## src/rtl/smx_pkg.sv

```systemverilog
// ----------------------------------------------------------------------------
// smx_pkg
// opcodes, run states and stop causes of the stack machine executor
// ----------------------------------------------------------------------------
`default_nettype none

package smx_pkg;

	localparam logic [7:0] OP_BREAK = 8'd0;
	localparam logic [7:0] OP_NOP   = 8'd1;
	localparam logic [7:0] OP_HALT  = 8'd2;
	localparam logic [7:0] OP_PUSH  = 8'd3;
	localparam logic [7:0] OP_PRINT = 8'd4;
	localparam logic [7:0] OP_JNE   = 8'd5;
	localparam logic [7:0] OP_SWAP  = 8'd6;
	localparam logic [7:0] OP_DUP   = 8'd7;
	localparam logic [7:0] OP_JE    = 8'd8;
	localparam logic [7:0] OP_INC   = 8'd9;
	localparam logic [7:0] OP_ADD   = 8'd10;
	localparam logic [7:0] OP_SUB   = 8'd11;
	localparam logic [7:0] OP_MUL   = 8'd12;
	localparam logic [7:0] OP_RAND  = 8'd13;
	localparam logic [7:0] OP_DEC   = 8'd14;
	localparam logic [7:0] OP_DROP  = 8'd15;
	localparam logic [7:0] OP_OVER  = 8'd16;
	localparam logic [7:0] OP_MOD   = 8'd17;
	localparam logic [7:0] OP_JUMP  = 8'd18;

	localparam logic [1:0] RS_RUN  = 2'd0;
	localparam logic [1:0] RS_HALT = 2'd1;
	localparam logic [1:0] RS_BRK  = 2'd2;

	localparam logic [2:0] SC_NONE  = 3'd0;
	localparam logic [2:0] SC_OVF   = 3'd1;
	localparam logic [2:0] SC_UNF   = 3'd2;
	localparam logic [2:0] SC_ZDIV  = 3'd3;
	localparam logic [2:0] SC_PC    = 3'd4;
	localparam logic [2:0] SC_BRK   = 3'd5;
	localparam logic [2:0] SC_HALT  = 3'd6;
	localparam logic [2:0] SC_LIMIT = 3'd7;

	localparam int IN_W  = 72;
	localparam int OUT_W = 176;

	typedef logic [62:0] steps_t;
	typedef logic [31:0] word_t;

endpackage

`default_nettype wire

```

## src/rtl/stack_machine_executor_unit.sv

```systemverilog
// ----------------------------------------------------------------------------
// stack_machine_executor_unit
// executes one stack machine instruction per input item and reports state
// ----------------------------------------------------------------------------
// steps: idle, stack read, execute, iterate (mul and mod only), write one
//   stack word per push, done; a new item is taken only in idle. The stack
//   memory has a single read and a single write port and mul / mod iterate
//   one bit a cycle on a shared 34-bit adder
// reset: stack empty, pc 0, running, step count 0, step limit 2^63-1
// ----------------------------------------------------------------------------
`default_nettype none

module stack_machine_executor_unit
	import smx_pkg::*;
#(
	parameter int STACK_DEPTH   = 64,
	parameter int PROGRAM_WORDS = 512
) (
	input  wire logic             clk,
	input  wire logic             arst_n,
	input  wire logic             cfg_valid,
	output logic                  cfg_ready,
	input  wire logic [62:0]      cfg_data,     // step_limit
	input  wire logic             s_tvalid,
	output logic                  s_tready,
	input  wire logic [IN_W-1:0]  s_tdata,      // opcode, immediate, random_word
	output logic                  m_tvalid,
	input  wire logic             m_tready,
	output logic [OUT_W-1:0]      m_tdata,      // next_pc, run_state, stop_cause,
	                                            // stack_depth, top_value,
	                                            // print_value, executed_steps, pad
	output logic                  m_tuser       // print_valid
);

	localparam int AW = $clog2(STACK_DEPTH);
	localparam int CW = $clog2(STACK_DEPTH + 1);
	localparam logic [31:0] PW32   = 32'(PROGRAM_WORDS);
	localparam logic [31:0] PW32M1 = 32'(PROGRAM_WORDS - 1);

	localparam logic [2:0] ST_IDLE = 3'd0;
	localparam logic [2:0] ST_RD1  = 3'd1;
	localparam logic [2:0] ST_EXEC = 3'd2;
	localparam logic [2:0] ST_ITER = 3'd3;
	localparam logic [2:0] ST_WR   = 3'd4;
	localparam logic [2:0] ST_DONE = 3'd5;

	logic [2:0]    state_q;
	steps_t        limit_q;
	steps_t        steps_q;
	word_t         pc_q;
	logic [1:0]    mstate_q;
	logic [CW-1:0] count_q;
	word_t         top_q;

	logic [7:0]    op_q;
	word_t         imm_q;
	word_t         rnd_q;
	word_t         b_q;
	logic [2:0]    cause_q;
	logic          printed_q;
	word_t         pval_q;

	logic [CW-1:0] wbase_q;
	logic [1:0]    pushn_q;
	logic [1:0]    widx_q;
	word_t         v_q [3];

	word_t         acc_q;
	word_t         ma_q;
	word_t         mb_q;
	logic          is_mod_q;
	logic [4:0]    it_q;

	word_t         mem [STACK_DEPTH];
	word_t         rdata_q;
	logic [AW-1:0] raddr;
	logic          we;
	logic [AW-1:0] waddr;
	word_t         wdata;

	logic          out_valid_q;
	logic [OUT_W-1:0] out_data_q;
	logic          out_user_q;

	// decode and step outcome
	logic [7:0]    op;
	logic          len2;
	logic [1:0]    npop;
	logic [1:0]    npush;
	word_t         v0;
	word_t         v1;
	word_t         v2;
	word_t         d;
	logic          running;
	logic          at_limit;
	logic          range_f;
	logic          active;
	logic          unf;
	logic          zdiv;
	logic          ovf;
	logic          fault;
	logic          use_iter;
	logic [CW-1:0] pops_done;
	logic [CW-1:0] c1;
	logic [CW:0]   room;
	logic [1:0]    push_done;
	logic [CW-1:0] count_new;
	word_t         top_new;
	word_t         pc_next;
	word_t         jmp_pc;
	steps_t        steps_inc;
	logic [CW-1:0] rd_m2;
	logic [CW-1:0] rd_m3;
	logic [CW-1:0] wsum;
	logic [CW+6:0] cnt_ext;

	// shared iteration unit
	logic [33:0]   ux;
	logic [33:0]   uy;
	logic [33:0]   usum;
	logic          usub;
	word_t         iter_next;

	assign cfg_ready = 1'b1;
	assign s_tready  = (state_q == ST_IDLE);
	assign m_tvalid  = out_valid_q;
	assign m_tdata   = out_data_q;
	assign m_tuser   = out_user_q;

	assign d       = rdata_q;
	assign rd_m2   = count_q - CW'(2);
	assign rd_m3   = count_q - CW'(3);
	assign wsum    = wbase_q + CW'(widx_q);
	assign raddr   = (state_q == ST_IDLE) ? rd_m2[AW-1:0] : rd_m3[AW-1:0];
	assign we      = (state_q == ST_WR) && (widx_q < pushn_q);
	assign waddr   = wsum[AW-1:0];
	assign wdata   = v_q[widx_q];
	assign cnt_ext = {7'd0, count_q};

	always_ff @(posedge clk) begin
		if (we) begin
			mem[waddr] <= wdata;
		end
		rdata_q <= mem[raddr];
	end

	always_comb begin
		op = (op_q > OP_JUMP) ? OP_BREAK : op_q;
		len2  = 1'b0;
		npop  = 2'd0;
		npush = 2'd0;
		v0 = top_q;
		v1 = top_q;
		v2 = top_q;
		unique case (op)
			OP_PUSH: begin
				len2 = 1'b1; npush = 2'd1; v0 = imm_q;
			end
			OP_PRINT, OP_DROP: begin
				npop = 2'd1;
			end
			OP_JNE, OP_JE: begin
				len2 = 1'b1; npop = 2'd1;
			end
			OP_JUMP: begin
				len2 = 1'b1;
			end
			OP_SWAP: begin
				npop = 2'd2; npush = 2'd2; v0 = top_q; v1 = b_q;
			end
			OP_DUP: begin
				npop = 2'd1; npush = 2'd2;
			end
			OP_INC: begin
				npop = 2'd1; npush = 2'd1; v0 = top_q + 32'd1;
			end
			OP_DEC: begin
				npop = 2'd1; npush = 2'd1; v0 = top_q - 32'd1;
			end
			OP_ADD: begin
				npop = 2'd2; npush = 2'd1; v0 = top_q + b_q;
			end
			OP_SUB: begin
				npop = 2'd2; npush = 2'd1; v0 = top_q - b_q;
			end
			OP_MUL, OP_MOD: begin
				npop = 2'd2; npush = 2'd1;
			end
			OP_RAND: begin
				npush = 2'd1; v0 = rnd_q;
			end
			OP_OVER: begin
				npop = 2'd2; npush = 2'd3; v0 = b_q; v1 = top_q; v2 = b_q;
			end
			default: begin
			end
		endcase

		running  = (mstate_q == RS_RUN);
		at_limit = (steps_q >= limit_q);
		range_f  = len2 ? (pc_q >= PW32M1) : (pc_q >= PW32);
		active   = running && !at_limit && !range_f;

		unf  = active && (count_q < CW'(npop));
		zdiv = active && !unf && (op == OP_MOD) && (b_q == 32'd0);
		pops_done = !active ? '0 : (unf ? count_q : CW'(npop));
		c1   = count_q - pops_done;
		room = (CW+1)'(STACK_DEPTH) - {1'b0, c1};
		ovf  = active && !unf && !zdiv && ((CW+1)'(npush) > room);
		if (!active || unf || zdiv) begin
			push_done = 2'd0;
		end else if (ovf) begin
			push_done = room[1:0];
		end else begin
			push_done = npush;
		end
		fault    = (running && !at_limit && range_f) || unf || zdiv || ovf;
		use_iter = active && !unf && !zdiv && ((op == OP_MUL) || (op == OP_MOD));
		count_new = c1 + CW'(push_done);

		if (push_done == 2'd3) begin
			top_new = v2;
		end else if (push_done == 2'd2) begin
			top_new = v1;
		end else if (push_done == 2'd1) begin
			top_new = v0;
		end else if (count_new == '0) begin
			top_new = 32'd0;
		end else if (pops_done == '0) begin
			top_new = top_q;
		end else if (pops_done == CW'(1)) begin
			top_new = b_q;
		end else begin
			top_new = d;
		end

		jmp_pc = pc_q + imm_q + 32'd2;
		unique case (op)
			OP_JUMP: pc_next = jmp_pc;
			OP_JNE:  pc_next = (top_q != 32'd0) ? jmp_pc : pc_q + 32'd2;
			OP_JE:   pc_next = (top_q == 32'd0) ? jmp_pc : pc_q + 32'd2;
			default: pc_next = len2 ? pc_q + 32'd2 : pc_q + 32'd1;
		endcase
		steps_inc = steps_q + 63'd1;
	end

	always_comb begin
		if (is_mod_q) begin
			usub = 1'b1;
			ux   = {1'b0, acc_q, ma_q[31]};
			uy   = {2'b00, mb_q};
		end else begin
			usub = 1'b0;
			ux   = {2'b00, acc_q};
			uy   = mb_q[0] ? {2'b00, ma_q} : 34'd0;
		end
		usum = ux + (usub ? ~uy : uy) + {33'd0, usub};
		if (!is_mod_q) begin
			iter_next = usum[31:0];
		end else if (!usum[33]) begin
			iter_next = usum[31:0];
		end else begin
			iter_next = ux[31:0];
		end
	end

	always_ff @(posedge clk or negedge arst_n) begin
		if (!arst_n) begin
			state_q     <= ST_IDLE;
			limit_q     <= '1;
			steps_q     <= '0;
			pc_q        <= '0;
			mstate_q    <= RS_RUN;
			count_q     <= '0;
			top_q       <= '0;
			out_valid_q <= 1'b0;
			widx_q      <= '0;
			pushn_q     <= '0;
			it_q        <= '0;
		end else begin
			if (cfg_valid) begin
				limit_q <= cfg_data;
			end
			if ((state_q == ST_DONE) && (!out_valid_q || m_tready)) begin
				out_valid_q <= 1'b1;
			end else if (out_valid_q && m_tready) begin
				out_valid_q <= 1'b0;
			end
			unique case (state_q)
				ST_IDLE: begin
					if (s_tvalid) begin
						op_q    <= s_tdata[7:0];
						imm_q   <= s_tdata[39:8];
						rnd_q   <= s_tdata[71:40];
						state_q <= ST_RD1;
					end
				end
				ST_RD1: begin
					b_q     <= rdata_q;
					state_q <= ST_EXEC;
				end
				ST_EXEC: begin
					printed_q <= active && (op == OP_PRINT) && !unf;
					pval_q    <= top_q;
					count_q   <= count_new;
					wbase_q   <= c1;
					pushn_q   <= push_done;
					widx_q    <= '0;
					v_q[0]    <= v0;
					v_q[1]    <= v1;
					v_q[2]    <= v2;
					acc_q     <= '0;
					ma_q      <= top_q;
					mb_q      <= b_q;
					is_mod_q  <= (op == OP_MOD);
					it_q      <= '0;
					if (!use_iter) begin
						top_q <= top_new;
					end
					if (!running) begin
						cause_q <= SC_NONE;
					end else if (at_limit) begin
						cause_q <= SC_LIMIT;
					end else if (fault) begin
						mstate_q <= RS_BRK;
						if (range_f) begin
							cause_q <= SC_PC;
						end else if (unf) begin
							cause_q <= SC_UNF;
						end else if (zdiv) begin
							cause_q <= SC_ZDIV;
						end else begin
							cause_q <= SC_OVF;
						end
					end else begin
						pc_q    <= pc_next;
						steps_q <= steps_inc;
						if (op == OP_BREAK) begin
							mstate_q <= RS_BRK;
							cause_q  <= SC_BRK;
						end else if (op == OP_HALT) begin
							mstate_q <= RS_HALT;
							cause_q  <= SC_HALT;
						end else if (steps_inc >= limit_q) begin
							cause_q <= SC_LIMIT;
						end else begin
							cause_q <= SC_NONE;
						end
					end
					state_q <= use_iter ? ST_ITER : ST_WR;
				end
				ST_ITER: begin
					acc_q <= iter_next;
					ma_q  <= {ma_q[30:0], 1'b0};
					if (!is_mod_q) begin
						mb_q <= {1'b0, mb_q[31:1]};
					end
					it_q <= it_q + 5'd1;
					if (it_q == 5'd31) begin
						v_q[0]  <= iter_next;
						top_q   <= iter_next;
						state_q <= ST_WR;
					end
				end
				ST_WR: begin
					if (widx_q < pushn_q) begin
						widx_q <= widx_q + 2'd1;
					end else begin
						state_q <= ST_DONE;
					end
				end
				ST_DONE: begin
					if (!out_valid_q || m_tready) begin
						state_q <= ST_IDLE;
					end
				end
				default: begin
					state_q <= ST_IDLE;
				end
			endcase
		end
	end

	always_ff @(posedge clk) begin
		if ((state_q == ST_DONE) && (!out_valid_q || m_tready)) begin
			out_user_q <= printed_q;
			out_data_q <= {5'd0, steps_q, (printed_q ? pval_q : 32'd0), top_q,
				cnt_ext[6:0], cause_q, mstate_q, pc_q};
		end
	end

endmodule

`default_nettype wire

```

## config.mk

```make
export PLATFORM = sky130hd
export DESIGN_NAME = stack_machine_executor_unit
export DESIGN_NICKNAME = d
export VERILOG_FILES = /design/src/rtl/smx_pkg.sv /design/src/rtl/stack_machine_executor_unit.sv
export SDC_FILE = /design/constraint.sdc
export NUM_CORES = 2
export LEC_CHECK = 0
export BUFFER_PORTS_ARGS = -buffer_cell sky130_fd_sc_hd__buf_2
export CORE_MARGIN = 2
export CORE_UTILIZATION = 40
export CTS_CLUSTER_SIZE = 25
export DETAILED_ROUTE_END_ITERATION = 8
export PLACE_DENSITY = 0.52
export SYNTH_ARGS = -nofsm -noshare
export SYNTH_HDL_FRONTEND = slang
export SYNTH_SLANG_ARGS = --single-unit
```

## constraint.sdc

```tcl
create_clock -name clk -period 8.5 [get_ports clk]
set_input_delay 0.425 -clock clk [delete_from_list [all_inputs] [get_ports clk]]
set_output_delay 0.425 -clock clk [all_outputs]
set_load 0.1 [all_outputs]
```

==> results by group <==
Setup path
  – Crit. End Element: flip-flop
  – Crit start category: flip-flop
  – Worst path slowest cell: fa_1
  – WS Path Type: reg2reg
  – CP peak stage delay: 0.52 ns
  – CP required: ~9.3 ns
  – R2R depth: 34
  – Most frequent CP cell: ha_1
  – Crit path DAT: 8.75 ns
  – Worst Path Max Fanout: 23

Place
  – Number of port buffers: 313
  – Post-DP Area: 129100 um2
  – Gp weighted congestion: 0.9013
  – Placed insts: 11.62k
  – Post-detail-place hpwl: 218.5 mm

GRT
  – Initial antenna violation count: 5
  – Gr ovfl total: 0
  – Vias in the first global route: roughly 72k
  – First-pass GRT wire length: 517.0 mm
  – Largest net degree at the start of global routing: 128
  – Tot GR Track Use: 23.08%

Run
  – Max Cap Viol: 0

Power and ir drop
  – Leak: 0.04938 uW
  – Pwr per Cell Area: 376.1 nW/um2
  – Peak supply drop: 0.4336 mV
  – Final Power: 52910 uW

Logic synthesis
  – Async SR Flop Fraction: 7.563%
  – Synth Instances: about 7.5k
  – Post-synth top area share: a little under two thirds
  – Ys Warns: 0
  – Post-synth EDFFs: ~2.6k
  – Synth area leaders: edfxtp_1 63%, mux4_2 9.5%, dfrtp_1 3.1%, ha_1 2.8%, mux2i_1 2.1%
  – Seq cells post-synth: around 2.8k
  – Syn_area_per_cell: 16.17 um2
  – Distinct cells, synth: about 110
  – Post-synthesis sequential area ratio: about two thirds
  – Ys flop type: edfxtp_1
  – Synth Cell Area: 121300 um2
  – Area leader, netlist: edfxtp_1

Clocking
  – Later-pin clock latency in the skew report: 0.93 ns
  – TritonCTS Buffers: roughly 310
  – Clock-pin slew on the worst setup and hold paths: 0.06 ns
  – CTS tree: done
  – Clk sinks: 2803
  – Max clock buf depth: 4
  – H-tree levels: 5
  – Post-CTS Setup Bufs: 0
  – Root Driver: clkbuf_16

Routing
  – ANT nets after route: 0
  – Total Wirelength: 360.5 mm
  – DRC Markers: 0
  – Mean number of vias per cell: roughly 5.7
  – DR pass1 iterations: 9
  – Via count: between 70k and 80k
  – DRT iter0 DRCs: 7626
  – Mean routed wirelength per cell: 29.18 um

STA
  – Final hold vios: 0
  – Slew @ Worst Pin: ~1.3 ns
  – RSZ-0062 raised after global routing: no
  – Tmin final: 7.955 ns
  – Max-slew violations: 0
  – Fin Hold WS: 0.05444 ns
  – Total Neg Setup Slack: 0 ns
  – Relative slew slack: 9.427%
  – Final setup fails: 0
  – Max frequency: 125.7 MHz
  – Final Cycle Share: 93.59%
  – Worst Skew: about 0.075 ns

Floorplanning
  – Area of the core: 302300 um2
  – Initial core utilization: approximately two fifths
  – Rows: 202
  – Ports: 320
  – Die Y: 554.6 um
  – Chip Width: between 500 and 600 um
  – Die area: 307600 um2

Status
  – Outcome: finished, final reports clean

Layout
  – Layout cells sized above 1: 21.55%
  – Final net count: 8545
  – Area growth, synth to finish: 16.01%
  – Fillcell total: around 26k
  – Most common cell after layout, fill and taps aside: edfxtp_1
  – Cell Count, Final, Fillers Out: around 12k
  – Most frequent cells in the layout: 2559 x edfxtp_1, 629 x nand2_1, 512 x mux4_2
  – Final instance area: 140700 um2

Min path
  – Hold Crit Class: in2reg
  – Min-Delay Path Depth: 3
[path summary, 6_finish.rpt]
check / endpoint / slack [ns] / start
worst max-delay path: top_q[31]$_DFFE_PN0P_ / 0.54 / limit_q[38]$_DFFE_PN1P_
max in group asynchronous: steps_q[46]$_DFFE_PN0P_ / 7.07 / arst_n
worst min-delay path: m_tvalid$_DFFE_PN0P_ / 0.05 / m_tready
worst min register to register: b_q[15]$_DFFE_PP_ / 0.44 / d[15]$_DFF_P_
worst max register to register: top_q[31]$_DFFE_PN0P_ / 0.54 / limit_q[38]$_DFFE_PN1P_
min in group asynchronous: steps_q[0]$_DFFE_PN0P_ / 0.10 / arst_n
[kinds of logic after synthesis]
kind of cell,synth area share (%)
AO/OA/AOI/OAI,6.815
XOR/XNOR,1.791
adder cells (fa/ha/maj),2.926
buffers and inverters,1.790
flip-flops,68.34
multiplexers,12.33
other,0.006193
AND/OR/NAND/NOR,6.006
[synthesized netlist by cell type (10+ instances only)]
cell type     n
a211oi_1    238
a21o_1      112
a21oi_1     344
a221o_1      21
a221oi_1     23
a222oi_1     20
a31oi_1      19
and2_1       65
and3_1       49
buf_1        52
buf_2        80
buf_4        15
clkbuf_1    239
dfrtp_1     149
dfstp_2      63
dfxtp_1      32
edfxtp_1   2559
ha_1        274
inv_1       129
mux2_2       82
mux2i_1     249
mux4_2      512
nand2_1     630
nand2b_1     25
nand3_1      97
nand4_1      49
nor2_1      288
nor2b_1     161
nor3_1       53
nor4_1       31
o211ai_1     29
o21a_1       31
o21ai_0     263
o21ai_1      14
o21bai_1     10
o221ai_1     10
o22ai_1      13
or2_2        10
or3_1        14
or4_1        11
xnor2_1     144
xor2_1      104
[metal layers]
layer	up-vias	routed length, um	track usage (%)
met2	2359	167100	36.75
met4	2	14130	8.181
li1	30790	-	-
met5	-	12	0
met3	514	20820	2.933
met1	36980	158500	32.64
[report_power, final]
group	switching (uW)	internal (uW)
combinational	14100	7170
sequential	803	17600
clock	5600	7630
[timing repair]
item / CTS / global route
hold buffers: 165 / 0
endpoints found under the hold margin: 168 / 0
endpoints found under the setup margin: 0 / 28
resized for setup: 0 / 3
[critical path: cells and delay by family (launching register included)]
| kind | cells | cell delay (ns) |
|---|---|---|
| compound gates | 8 | 1.87 |
| buf+inv | 6 | 0.60 |
| fa+ha+maj | 7 | 2.31 |
| flops | 1 | 0.51 |
| simple gates | 13 | 2.57 |
[flip-flops by register name, indices dropped and copies added, names as in the netlist, 63 cells and up]
register,count
mem,2048
m_tdata,171
v_q,96
limit_q,63
steps_q,63
[metrics by stage]
stage / setup WS [ns] / utilization [%]
6_report: 0.5449 / 46.54
5_1_grt: 0.1122 / 46.53
4_1_cts: 0.3359 / 46.53
3_5_place_dp: 0.3706 / 42.70
3_3_place_gp: 0.4553 / 42.70
2_1_floorplan: 1.210 / -
[area by class of cell]
class | count | area [um2] | area share (%)
repair buffers | 699 | 5140 | 3.654
clock buffers | 398 | 8407 | 5.976
diodes | 9 | 22.52 | 0.01601
flip-flops and latches | 2803 | 82870 | 58.91
well taps | 3978 | 4977 | 3.538
inverters | 130 | 488.0 | 0.3469
clock inverters | 159 | 1515 | 1.077
multi-input cells | 4178 | 37250 | 26.48
No activity file was read; power rests on OpenSTA's default activity.
